File: src/rtl/core/h2r_pkg.sv
// Shared types and constants for the HSV to RGBA conversion pipeline.
`default_nettype none

package h2r_pkg;

   localparam int unsigned CHAN_W   = 17;   // Q1.16 channel width
   localparam int unsigned HUE_W    = 16;   // hue, fraction of a turn
   localparam int unsigned FRAC_W   = 16;   // in-sector fraction
   localparam int unsigned SECTOR_W = 3;
   localparam int unsigned PROD_W   = 2 * CHAN_W;

   localparam logic [CHAN_W-1:0] ONE_Q16 = 17'h10000;

   // Hue sectors, sixty degrees each
   localparam logic [SECTOR_W-1:0] SECTOR_RED_YELLOW    = 3'd0;
   localparam logic [SECTOR_W-1:0] SECTOR_YELLOW_GREEN  = 3'd1;
   localparam logic [SECTOR_W-1:0] SECTOR_GREEN_CYAN    = 3'd2;
   localparam logic [SECTOR_W-1:0] SECTOR_CYAN_BLUE     = 3'd3;
   localparam logic [SECTOR_W-1:0] SECTOR_BLUE_MAGENTA  = 3'd4;

   typedef logic [CHAN_W-1:0] chan_type;

   // After clamping and sector split
   typedef struct packed {
      logic [SECTOR_W-1:0] sector;
      logic [FRAC_W-1:0]   frac;
      chan_type            sat;
      chan_type            val;
      chan_type            alpha;
   } prep_type;

   // After the first multiplier rank
   typedef struct packed {
      logic [SECTOR_W-1:0] sector;
      chan_type            val;
      chan_type            alpha;
      chan_type            sf;
      chan_type            sf1;
      chan_type            p;
   } mult_type;

   // All levels available
   typedef struct packed {
      logic [SECTOR_W-1:0] sector;
      chan_type            val;
      chan_type            alpha;
      chan_type            p;
      chan_type            q;
      chan_type            t;
   } level_type;

   typedef struct packed {
      chan_type alpha;
      chan_type blue;
      chan_type green;
      chan_type red;
   } rgba_type;

   // Truncating Q1.16 scale: (a * b) >> 16, result known to fit 17 bits
   function automatic chan_type scale_q16(chan_type a, chan_type b);
      logic [PROD_W-1:0] prod;
      prod = PROD_W'(a) * PROD_W'(b);
      return prod[FRAC_W +: CHAN_W];
   endfunction

endpackage

`default_nettype wire

File: src/rtl/core/h2r_prep.sv
// Stage 1: clamp saturation and value, split hue into sector and fraction.
`default_nettype none

module h2r_prep (
   input  wire logic                       clock,
   input  wire logic                       reset,
   input  wire logic                       valid_in,
   output logic                            ready_out,
   input  wire logic [h2r_pkg::HUE_W-1:0]  hue,
   input  wire h2r_pkg::chan_type          saturation,
   input  wire h2r_pkg::chan_type          brightness,
   input  wire h2r_pkg::chan_type          alpha_in,
   output logic                            valid_out,
   input  wire logic                       ready_in,
   output h2r_pkg::prep_type               data_out
);
   import h2r_pkg::*;

   localparam int unsigned H6_W = HUE_W + SECTOR_W;

   logic              valid_ff;
   prep_type          data_ff;
   prep_type          data_in;
   logic [H6_W-1:0]   hue_x6;

   // hue * 6 as (4h + 2h)
   assign hue_x6 = (H6_W'(hue) << 2) + (H6_W'(hue) << 1);

   always_comb begin
      data_in.sector = hue_x6[H6_W-1 -: SECTOR_W];
      data_in.frac   = hue_x6[FRAC_W-1:0];
      data_in.sat    = (saturation > ONE_Q16) ? ONE_Q16 : saturation;
      data_in.val    = (brightness > ONE_Q16) ? ONE_Q16 : brightness;
      data_in.alpha  = alpha_in;
   end

   assign ready_out = !valid_ff || ready_in;

   always_ff @(posedge clock) begin
      if (reset) begin
         valid_ff <= 1'b0;
      end else if (ready_out) begin
         valid_ff <= valid_in;
      end
   end

   always_ff @(posedge clock) begin
      if (ready_out && valid_in) begin
         data_ff <= data_in;
      end
   end

   assign valid_out = valid_ff;
   assign data_out  = data_ff;

endmodule

`default_nettype wire

File: src/rtl/core/h2r_mult.sv
// Stage 2: s*f, s*(1-f) and p = v*(1-s), three parallel multipliers.
`default_nettype none

module h2r_mult (
   input  wire logic              clock,
   input  wire logic              reset,
   input  wire logic              valid_in,
   output logic                   ready_out,
   input  wire h2r_pkg::prep_type data_in_stage,
   output logic                   valid_out,
   input  wire logic              ready_in,
   output h2r_pkg::mult_type      data_out
);
   import h2r_pkg::*;

   logic     valid_ff;
   mult_type data_ff;
   mult_type data_in;
   chan_type frac_ext;

   assign frac_ext = CHAN_W'(data_in_stage.frac);

   always_comb begin
      data_in.sector = data_in_stage.sector;
      data_in.val    = data_in_stage.val;
      data_in.alpha  = data_in_stage.alpha;
      data_in.sf     = scale_q16(data_in_stage.sat, frac_ext);
      data_in.sf1    = scale_q16(data_in_stage.sat, ONE_Q16 - frac_ext);
      data_in.p      = scale_q16(data_in_stage.val, ONE_Q16 - data_in_stage.sat);
   end

   assign ready_out = !valid_ff || ready_in;

   always_ff @(posedge clock) begin
      if (reset) begin
         valid_ff <= 1'b0;
      end else if (ready_out) begin
         valid_ff <= valid_in;
      end
   end

   always_ff @(posedge clock) begin
      if (ready_out && valid_in) begin
         data_ff <= data_in;
      end
   end

   assign valid_out = valid_ff;
   assign data_out  = data_ff;

endmodule

`default_nettype wire

File: src/rtl/core/h2r_level.sv
// Stage 3: q = v*(1-sf) and t = v*(1-sf1).
`default_nettype none

module h2r_level (
   input  wire logic              clock,
   input  wire logic              reset,
   input  wire logic              valid_in,
   output logic                   ready_out,
   input  wire h2r_pkg::mult_type data_in_stage,
   output logic                   valid_out,
   input  wire logic              ready_in,
   output h2r_pkg::level_type     data_out
);
   import h2r_pkg::*;

   logic      valid_ff;
   level_type data_ff;
   level_type data_in;

   always_comb begin
      data_in.sector = data_in_stage.sector;
      data_in.val    = data_in_stage.val;
      data_in.alpha  = data_in_stage.alpha;
      data_in.p      = data_in_stage.p;
      data_in.q      = scale_q16(data_in_stage.val, ONE_Q16 - data_in_stage.sf);
      data_in.t      = scale_q16(data_in_stage.val, ONE_Q16 - data_in_stage.sf1);
   end

   assign ready_out = !valid_ff || ready_in;

   always_ff @(posedge clock) begin
      if (reset) begin
         valid_ff <= 1'b0;
      end else if (ready_out) begin
         valid_ff <= valid_in;
      end
   end

   always_ff @(posedge clock) begin
      if (ready_out && valid_in) begin
         data_ff <= data_in;
      end
   end

   assign valid_out = valid_ff;
   assign data_out  = data_ff;

endmodule

`default_nettype wire

File: src/rtl/core/h2r_mux.sv
// Stage 4: route v, p, q, t onto red, green, blue by sector; output register.
`default_nettype none

module h2r_mux (
   input  wire logic               clock,
   input  wire logic               reset,
   input  wire logic               valid_in,
   output logic                    ready_out,
   input  wire h2r_pkg::level_type data_in_stage,
   output logic                    valid_out,
   input  wire logic               ready_in,
   output h2r_pkg::rgba_type       data_out
);
   import h2r_pkg::*;

   logic     valid_ff;
   rgba_type data_ff;
   rgba_type data_in;

   always_comb begin
      data_in.alpha = data_in_stage.alpha;
      unique case (data_in_stage.sector)
         SECTOR_RED_YELLOW: begin
            data_in.red   = data_in_stage.val;
            data_in.green = data_in_stage.t;
            data_in.blue  = data_in_stage.p;
         end
         SECTOR_YELLOW_GREEN: begin
            data_in.red   = data_in_stage.q;
            data_in.green = data_in_stage.val;
            data_in.blue  = data_in_stage.p;
         end
         SECTOR_GREEN_CYAN: begin
            data_in.red   = data_in_stage.p;
            data_in.green = data_in_stage.val;
            data_in.blue  = data_in_stage.t;
         end
         SECTOR_CYAN_BLUE: begin
            data_in.red   = data_in_stage.p;
            data_in.green = data_in_stage.q;
            data_in.blue  = data_in_stage.val;
         end
         SECTOR_BLUE_MAGENTA: begin
            data_in.red   = data_in_stage.t;
            data_in.green = data_in_stage.p;
            data_in.blue  = data_in_stage.val;
         end
         default: begin
            // magenta to red; codes above five never occur
            data_in.red   = data_in_stage.val;
            data_in.green = data_in_stage.p;
            data_in.blue  = data_in_stage.q;
         end
      endcase
   end

   assign ready_out = !valid_ff || ready_in;

   always_ff @(posedge clock) begin
      if (reset) begin
         valid_ff <= 1'b0;
      end else if (ready_out) begin
         valid_ff <= valid_in;
      end
   end

   always_ff @(posedge clock) begin
      if (ready_out && valid_in) begin
         data_ff <= data_in;
      end
   end

   assign valid_out = valid_ff;
   assign data_out  = data_ff;

endmodule

`default_nettype wire

File: src/rtl/core/hsv_to_rgb_converter.sv
// Top level: four-stage HSV to RGBA conversion pipeline with stream ports.
// A req transaction reaches rsp_tvalid through the prep, mult, level and mux stage registers in turn.
// Throughput: one transaction per cycle while rsp_tready is high; no state is carried between pixels.
// Each stage holds its own valid bit; a stage takes new data when it is empty or
// the stage after it moves, so a stalled rsp side fills the four stages, then drops req_tready.
// Reset (synchronous, active high) clears all valid bits; data registers are not reset.
`default_nettype none

module hsv_to_rgb_converter (
   input  wire logic        clock,
   input  wire logic        reset,
   // request stream
   input  wire logic        req_tvalid,
   output logic             req_tready,
   input  wire logic [71:0] req_tdata,   // hue[15:0], saturation[32:16],
                                         // brightness[49:33], alpha_in[66:50], zero pad
   // response stream
   output logic             rsp_tvalid,
   input  wire logic        rsp_tready,
   output logic [71:0]      rsp_tdata    // red[16:0], green[33:17], blue[50:34],
                                         // alpha_out[67:51], zero pad
);
   import h2r_pkg::*;

   // Stage handshakes
   logic      prep_valid,  prep_ready;
   logic      mult_valid,  mult_ready;
   logic      level_valid, level_ready;
   logic      mux_ready;
   prep_type  prep_data;
   mult_type  mult_data;
   level_type level_data;
   rgba_type  rgba_data;

   // Stage 1: clamp s and v, hue * 6 -> sector and fraction
   h2r_prep u_prep (
      .clock      (clock),
      .reset      (reset),
      .valid_in   (req_tvalid),
      .ready_out  (req_tready),
      .hue        (req_tdata[15:0]),
      .saturation (req_tdata[32:16]),
      .brightness (req_tdata[49:33]),
      .alpha_in   (req_tdata[66:50]),
      .valid_out  (prep_valid),
      .ready_in   (prep_ready),
      .data_out   (prep_data)
   );

   // Stage 2: s*f, s*(1-f), p
   h2r_mult u_mult (
      .clock         (clock),
      .reset         (reset),
      .valid_in      (prep_valid),
      .ready_out     (prep_ready),
      .data_in_stage (prep_data),
      .valid_out     (mult_valid),
      .ready_in      (mult_ready),
      .data_out      (mult_data)
   );

   // Stage 3: q, t
   h2r_level u_level (
      .clock         (clock),
      .reset         (reset),
      .valid_in      (mult_valid),
      .ready_out     (mult_ready),
      .data_in_stage (mult_data),
      .valid_out     (level_valid),
      .ready_in      (level_ready),
      .data_out      (level_data)
   );

   // Stage 4: sector routing. Zero saturation needs no special path:
   // then p = q = t = v and every sector gives grey.
   h2r_mux u_mux (
      .clock         (clock),
      .reset         (reset),
      .valid_in      (level_valid),
      .ready_out     (mux_ready),
      .data_in_stage (level_data),
      .valid_out     (rsp_tvalid),
      .ready_in      (rsp_tready),
      .data_out      (rgba_data)
   );

   assign level_ready = mux_ready;
   assign rsp_tdata   = {4'b0000, rgba_data};

   // ---------------------------------------------------------------------------
   // Assertions
   // ---------------------------------------------------------------------------

   // Derived levels never exceed the clamped value channel
   assert property (@(posedge clock) disable iff (reset)
      level_valid |-> (level_data.p <= level_data.val) && (level_data.q <= level_data.val)
                      && (level_data.t <= level_data.val))
      else $error("level above value channel");

   // A stage blocked by its successor keeps its transaction
   assert property (@(posedge clock) disable iff (reset)
      (mult_valid && !mult_ready) |=> mult_valid && $stable(mult_data))
      else $error("stalled multiplier stage lost its transaction");

   // Color channels stay within Q1.16 one
   assert property (@(posedge clock) disable iff (reset)
      rsp_tvalid |-> (rgba_data.red <= ONE_Q16) && (rgba_data.green <= ONE_Q16)
                     && (rgba_data.blue <= ONE_Q16))
      else $error("color channel above one");

endmodule

`default_nettype wire
File: config.mk
export PLATFORM = sky130hd
export DESIGN_NAME = hsv_to_rgb_converter
export DESIGN_NICKNAME = d
export VERILOG_FILES = /design/src/rtl/core/h2r_pkg.sv /design/src/rtl/core/h2r_prep.sv /design/src/rtl/core/h2r_mult.sv /design/src/rtl/core/h2r_level.sv /design/src/rtl/core/h2r_mux.sv /design/src/rtl/core/hsv_to_rgb_converter.sv
export SDC_FILE = /design/constraint.sdc
export NUM_CORES = 2
export LEC_CHECK = 0
export ABC_CLOCK_PERIOD_IN_PS = 10800
export BUFFER_PORTS_ARGS = -buffer_cell sky130_fd_sc_hd__buf_2
export CAP_MARGIN = 20
export CORE_ASPECT_RATIO = 0.9
export CORE_UTILIZATION = 66
export DETAILED_ROUTE_END_ITERATION = 10
export PLACE_DENSITY = 0.85
export SLEW_MARGIN = 30
export SYNTH_ARGS = -nofsm -noshare
export SYNTH_HDL_FRONTEND = slang
export SYNTH_SLANG_ARGS = --single-unit
File: constraint.sdc
create_clock -name clock -period 10.8 [get_ports clock]
set_input_delay 0.54 -clock clock [delete_from_list [all_inputs] [get_ports clock]]
set_output_delay 0.54 -clock clock [all_outputs]
set_load 0.02 [all_outputs]
==> summary.md <==
| Metric | Value |
|---|---|
| Outcome | completed |
| Pre-antenna DRT Iters | 9 |
| Peak clock frequency supported by timing | 112 MHz |
| Most frequent standard cell in the layout excluding fill and tap cells | sky130_fd_sc_hd__inv_1 |
| Proportion of synthesized flip-flops having asynchronous set or reset | 0 |
| Die H | 279 um |
| Area of combinational cells with multiple inputs | 41100 um2 |
| Register clock-pin slew on the reported worst setup and hold paths | ~60 ps |
| Number of standard cells after synthesis | 5889 |
| CTS tree | yes |
| Worst reg2reg endpoint | u_mult.data_out[15]$_DFFE_PP_ |
| Proportion of synthesized area in mux cells | 0.0125 |
| Combined global-route utilization of all metal layers | 0.326 |
| Yosys Warn Count | 0 |
| Clock root buffer master | sky130_fd_sc_hd__clkbuf_16 |
| DRC Markers | 0 |
| Initial antenna violation count | 6 |
| Crit path buffers/inverters | 5 |
| Accumulated negative setup slack | 0 ps |
| Maximum fanout encountered on the critical timing path | 33 |
| Launch point of the worst path | u_prep.data_out[41]$_SDFFCE_PN0P_ |
| Core utilization of the finished layout | 0.706 |
| Share of post-route cells with drive strength above 1 | 0.0599 |
| Number of ports placed on the die boundary | 150 |
| Source of the worst hold timing path | req_tdata[57] |
| Number of synthesized flops with an enable pin | 313 |
| Final wirelength | 136 mm |
| Combined area of all synthesized cells | 56400 um2 |
| Max-cap viol count | 0 |
| Antenna Nets Post-Route | 0 |
| Final nets | 7580 |
| Minimum clock period after layout | 8910 ps |
| Final global-route overflow total | 0 |
| Source of the worst register-to-register timing path | u_prep.data_out[41]$_SDFFCE_PN0P_ |
| Pin slew with the least headroom to its limit | 1080 ps |
| Pin count of the biggest net entering global routing | 89 |
| Floorplan die area | 86600 um2 |
| Distinct cell type count of the synthesized netlist | 67 |
| Horizontal die dimension | between 300 and 400 um |
| Standard-cell rows | around 100 |
| Post-Synth Simple-Gate Area | 0.150 |
| Flip-flop and latch count after synthesis | 317 |
| Worst-case clock buffer depth | 3 |
| Final Max Slew Viols | 0 |
| Compound-gate portion of the synthesized area | 0.0377 |
| Worst Reg2Reg Path Length in Cells | 26 |
| Quantity of gates resized following cts | 0 |
| # H-tree levels | 2 |
| Post-Synth XOR/XNOR Area | 0.0253 |
| Clock skew after layout | 38.6 ps |
| Class of the tightest hold or removal check | in2reg |
| Clock network latency to the later pin of the worst-skew pair | 590 ps |
| First DRT Iteration DRCs | 3569 |
| Initial core utilization | 0.668 |
| Worst R2R Setup Slack | 1890 ps |
| Average wire per standard cell | 19.2 um |
| Data required, critical path | ~11000 ps |
| Count of filler cells inserted in the layout | 5838 |
| Combinational family with the most area after synthesis | adder cells |
| RSZ-0062 raised after global routing | no |
| Average cell area after synthesis | around 9.6 um2 |
| Final number of hold-violating endpoints | 0 |
| Synth Area in Adders | 0.498 |
| Endpoint type of the worst setup path | flip-flop |
| Class of the most critical setup path | reg2reg |
| Area growth from synthesis to layout | 5.74% |
| Top library cells by usage in the layout, fill and taps aside | sky130_fd_sc_hd__inv_1 (1330), sky130_fd_sc_hd__fa_1 (1063), sky130_fd_sc_hd__nand2_1 (928), sky130_fd_sc_hd__ha_1 (544), sky130_fd_sc_hd__and2_1 (477) |
| Cell at the slowest stage of the critical path | sky130_fd_sc_hd__or4_1 |
| Via-per-instance ratio | 5.80 |
| CP peak stage delay | 640 ps |
| Crit path DAT | 9230 ps |
| Number of global-route vias before repair | approximately 44000 |
| Total CTS buffers | 35 |
| Total via count after detailed routing | 40939 |
| Wire length of the first global-routing pass | 222 mm |
| Clock sink count | 317 |
| CORE AREA | 84400 um2 |
| Number of post-CTS setup repair buffers | 0 |
| Estimated wirelength of the detail-placed design | 101 mm |
| Input/output buffers | 140 |
| Capturing instance or port of the critical path | u_mult.data_out[15]$_DFFE_PP_ |
| Final setup violation count | 0 |
| Count of hold buffers inserted by post-cts repair | 0 |
| Most used flip-flop cell after synthesis | sky130_fd_sc_hd__edfxtp_1 |
| Seq. cell area | 9480 um2 |
| Critical path startpoint category | flip-flop |
| Dominant delay contributor by cell family on the critical path | adder cells |
| Final period utilization | 0.825 |
| Dominant cell type by count on the critical path | sky130_fd_sc_hd__fa_1 |
| Slew headroom | 0.280 |
| Logic depth of the worst path, buffers included | 26 |
| RePlAce Congestion | 0.898 |
| Register area share after synthesis | 0.168 |
synth_stat cells, types with 13 or more instances:
cell	instances	area, um2
sky130_fd_sc_hd__and3_1	25	156
sky130_fd_sc_hd__a21oi_1	135	676
sky130_fd_sc_hd__nor4_1	19	119
sky130_fd_sc_hd__nor2_1	172	646
sky130_fd_sc_hd__edfxtp_1	313	9400
sky130_fd_sc_hd__mux2_2	17	191
sky130_fd_sc_hd__nor3_1	30	150
sky130_fd_sc_hd__a22oi_1	20	150
sky130_fd_sc_hd__nor2b_1	52	325
sky130_fd_sc_hd__and2_1	476	2980
sky130_fd_sc_hd__xnor2_1	114	998
sky130_fd_sc_hd__nand2_1	928	3480
sky130_fd_sc_hd__buf_1	21	78.8
sky130_fd_sc_hd__ha_1	544	6810
sky130_fd_sc_hd__nand2b_1	13	81.3
sky130_fd_sc_hd__inv_1	1330	4990
sky130_fd_sc_hd__mux2i_1	51	510
sky130_fd_sc_hd__clkbuf_1	248	931
sky130_fd_sc_hd__a221o_1	18	180
sky130_fd_sc_hd__xor2_1	47	412
sky130_fd_sc_hd__o21ai_0	60	300
sky130_fd_sc_hd__nor3b_1	18	135
sky130_fd_sc_hd__fa_1	1063	21300
sky130_fd_sc_hd__nand3_1	16	80.1
sky130_fd_sc_hd__a21o_1	28	210
worst register-to-register path, cell delays in order (launching register included):
cell	delay [ps]
sky130_fd_sc_hd__edfxtp_1	360
sky130_fd_sc_hd__buf_4	300
sky130_fd_sc_hd__or4_1	650
sky130_fd_sc_hd__or3_4	420
sky130_fd_sc_hd__nor3_1	460
sky130_fd_sc_hd__xnor2_4	310
sky130_fd_sc_hd__and2_1	280
sky130_fd_sc_hd__fa_1	510
sky130_fd_sc_hd__inv_1	50
sky130_fd_sc_hd__fa_1	530
sky130_fd_sc_hd__inv_1	50
sky130_fd_sc_hd__fa_1	510
sky130_fd_sc_hd__fa_1	460
sky130_fd_sc_hd__fa_1	520
sky130_fd_sc_hd__inv_1	60
sky130_fd_sc_hd__fa_1	480
sky130_fd_sc_hd__inv_1	40
sky130_fd_sc_hd__ha_1	360
sky130_fd_sc_hd__a21oi_1	90
sky130_fd_sc_hd__o21ai_0	570
sky130_fd_sc_hd__a22o_1	300
sky130_fd_sc_hd__o2111ai_1	280
sky130_fd_sc_hd__a21oi_1	390
sky130_fd_sc_hd__nor2_1	80
sky130_fd_sc_hd__o21ai_0	330
sky130_fd_sc_hd__a21oi_1	140
sky130_fd_sc_hd__xnor2_1	140
routing by layer:
metal | wire [um] | global-route usage
met5 | 95 | 0
met4 | 5730 | 0.130
met3 | 14900 | 0.0718
met2 | 64700 | 0.537
met1 | 50000 | 0.420
worst min path at each step:
stage | to | slack [ps] | cells after the start
floorplan | u_level.data_out[34]$_DFFE_PP_ | 400 | 0
global placement | u_mux.data_out[61]$_DFFE_PP_ | 400 | 0
detailed placement | u_level.data_out[54]$_DFFE_PP_ | 400 | 0
CTS | u_prep.data_out[11]$_DFFE_PP_ | 130 | 1
global route | u_prep.data_out[4]$_DFFE_PP_ | 130 | 1
finish | u_prep.data_out[7]$_DFFE_PP_ | 150 | 1
logic make-up (layout without fill, tap and decap cells):
| kind of cell | Yosys count | in the layout |
|---|---|---|
| compound gates | 334 | 334 |
| xor+xnor | 162 | 162 |
| fa+ha+maj | 1607 | 1607 |
| buf+inv | 1607 | 1638 |
| flops | 317 | 317 |
| mux | 68 | 68 |
| other cells | 1 | 5 |
| simple gates | 1793 | 1793 |
registers in the layout (all words and copies together), names as in the netlist:
signal,cells
u_level.data_out,88
u_mult.data_out,88
u_prep.data_out,69
u_mux.data_out,68
u_level.valid_out,1
u_mult.valid_out,1
u_mux.valid_out,1
u_prep.valid_out,1
per-stage QoR:
stage          cell area, um2  hold slack [ps]  cells  setup WS (ps)
2_1_floorplan           56400              400   5892           3130
3_3_place_gp            58400              400   6992           2370
3_5_place_dp            58400              405   6992           2100
4_1_cts                 59500              130   7055           2070
5_1_grt                 59600              135   7056           1450
6_report                59600              149   7057           1890
final cells by class:
class	count	area share
multi-input cells	3968	0.690
inverters	1330	0.0838
well taps	1133	0.0238
flip-flops and latches	317	0.159
diodes	1	0.0000420
clock inverters	23	0.00332
clock buffers	40	0.0150
repair buffers	245	0.0251
Power is left out: the tool's default activity adds up to more than one toggle a clock period on the data nets, which glitch-free logic cannot reach.
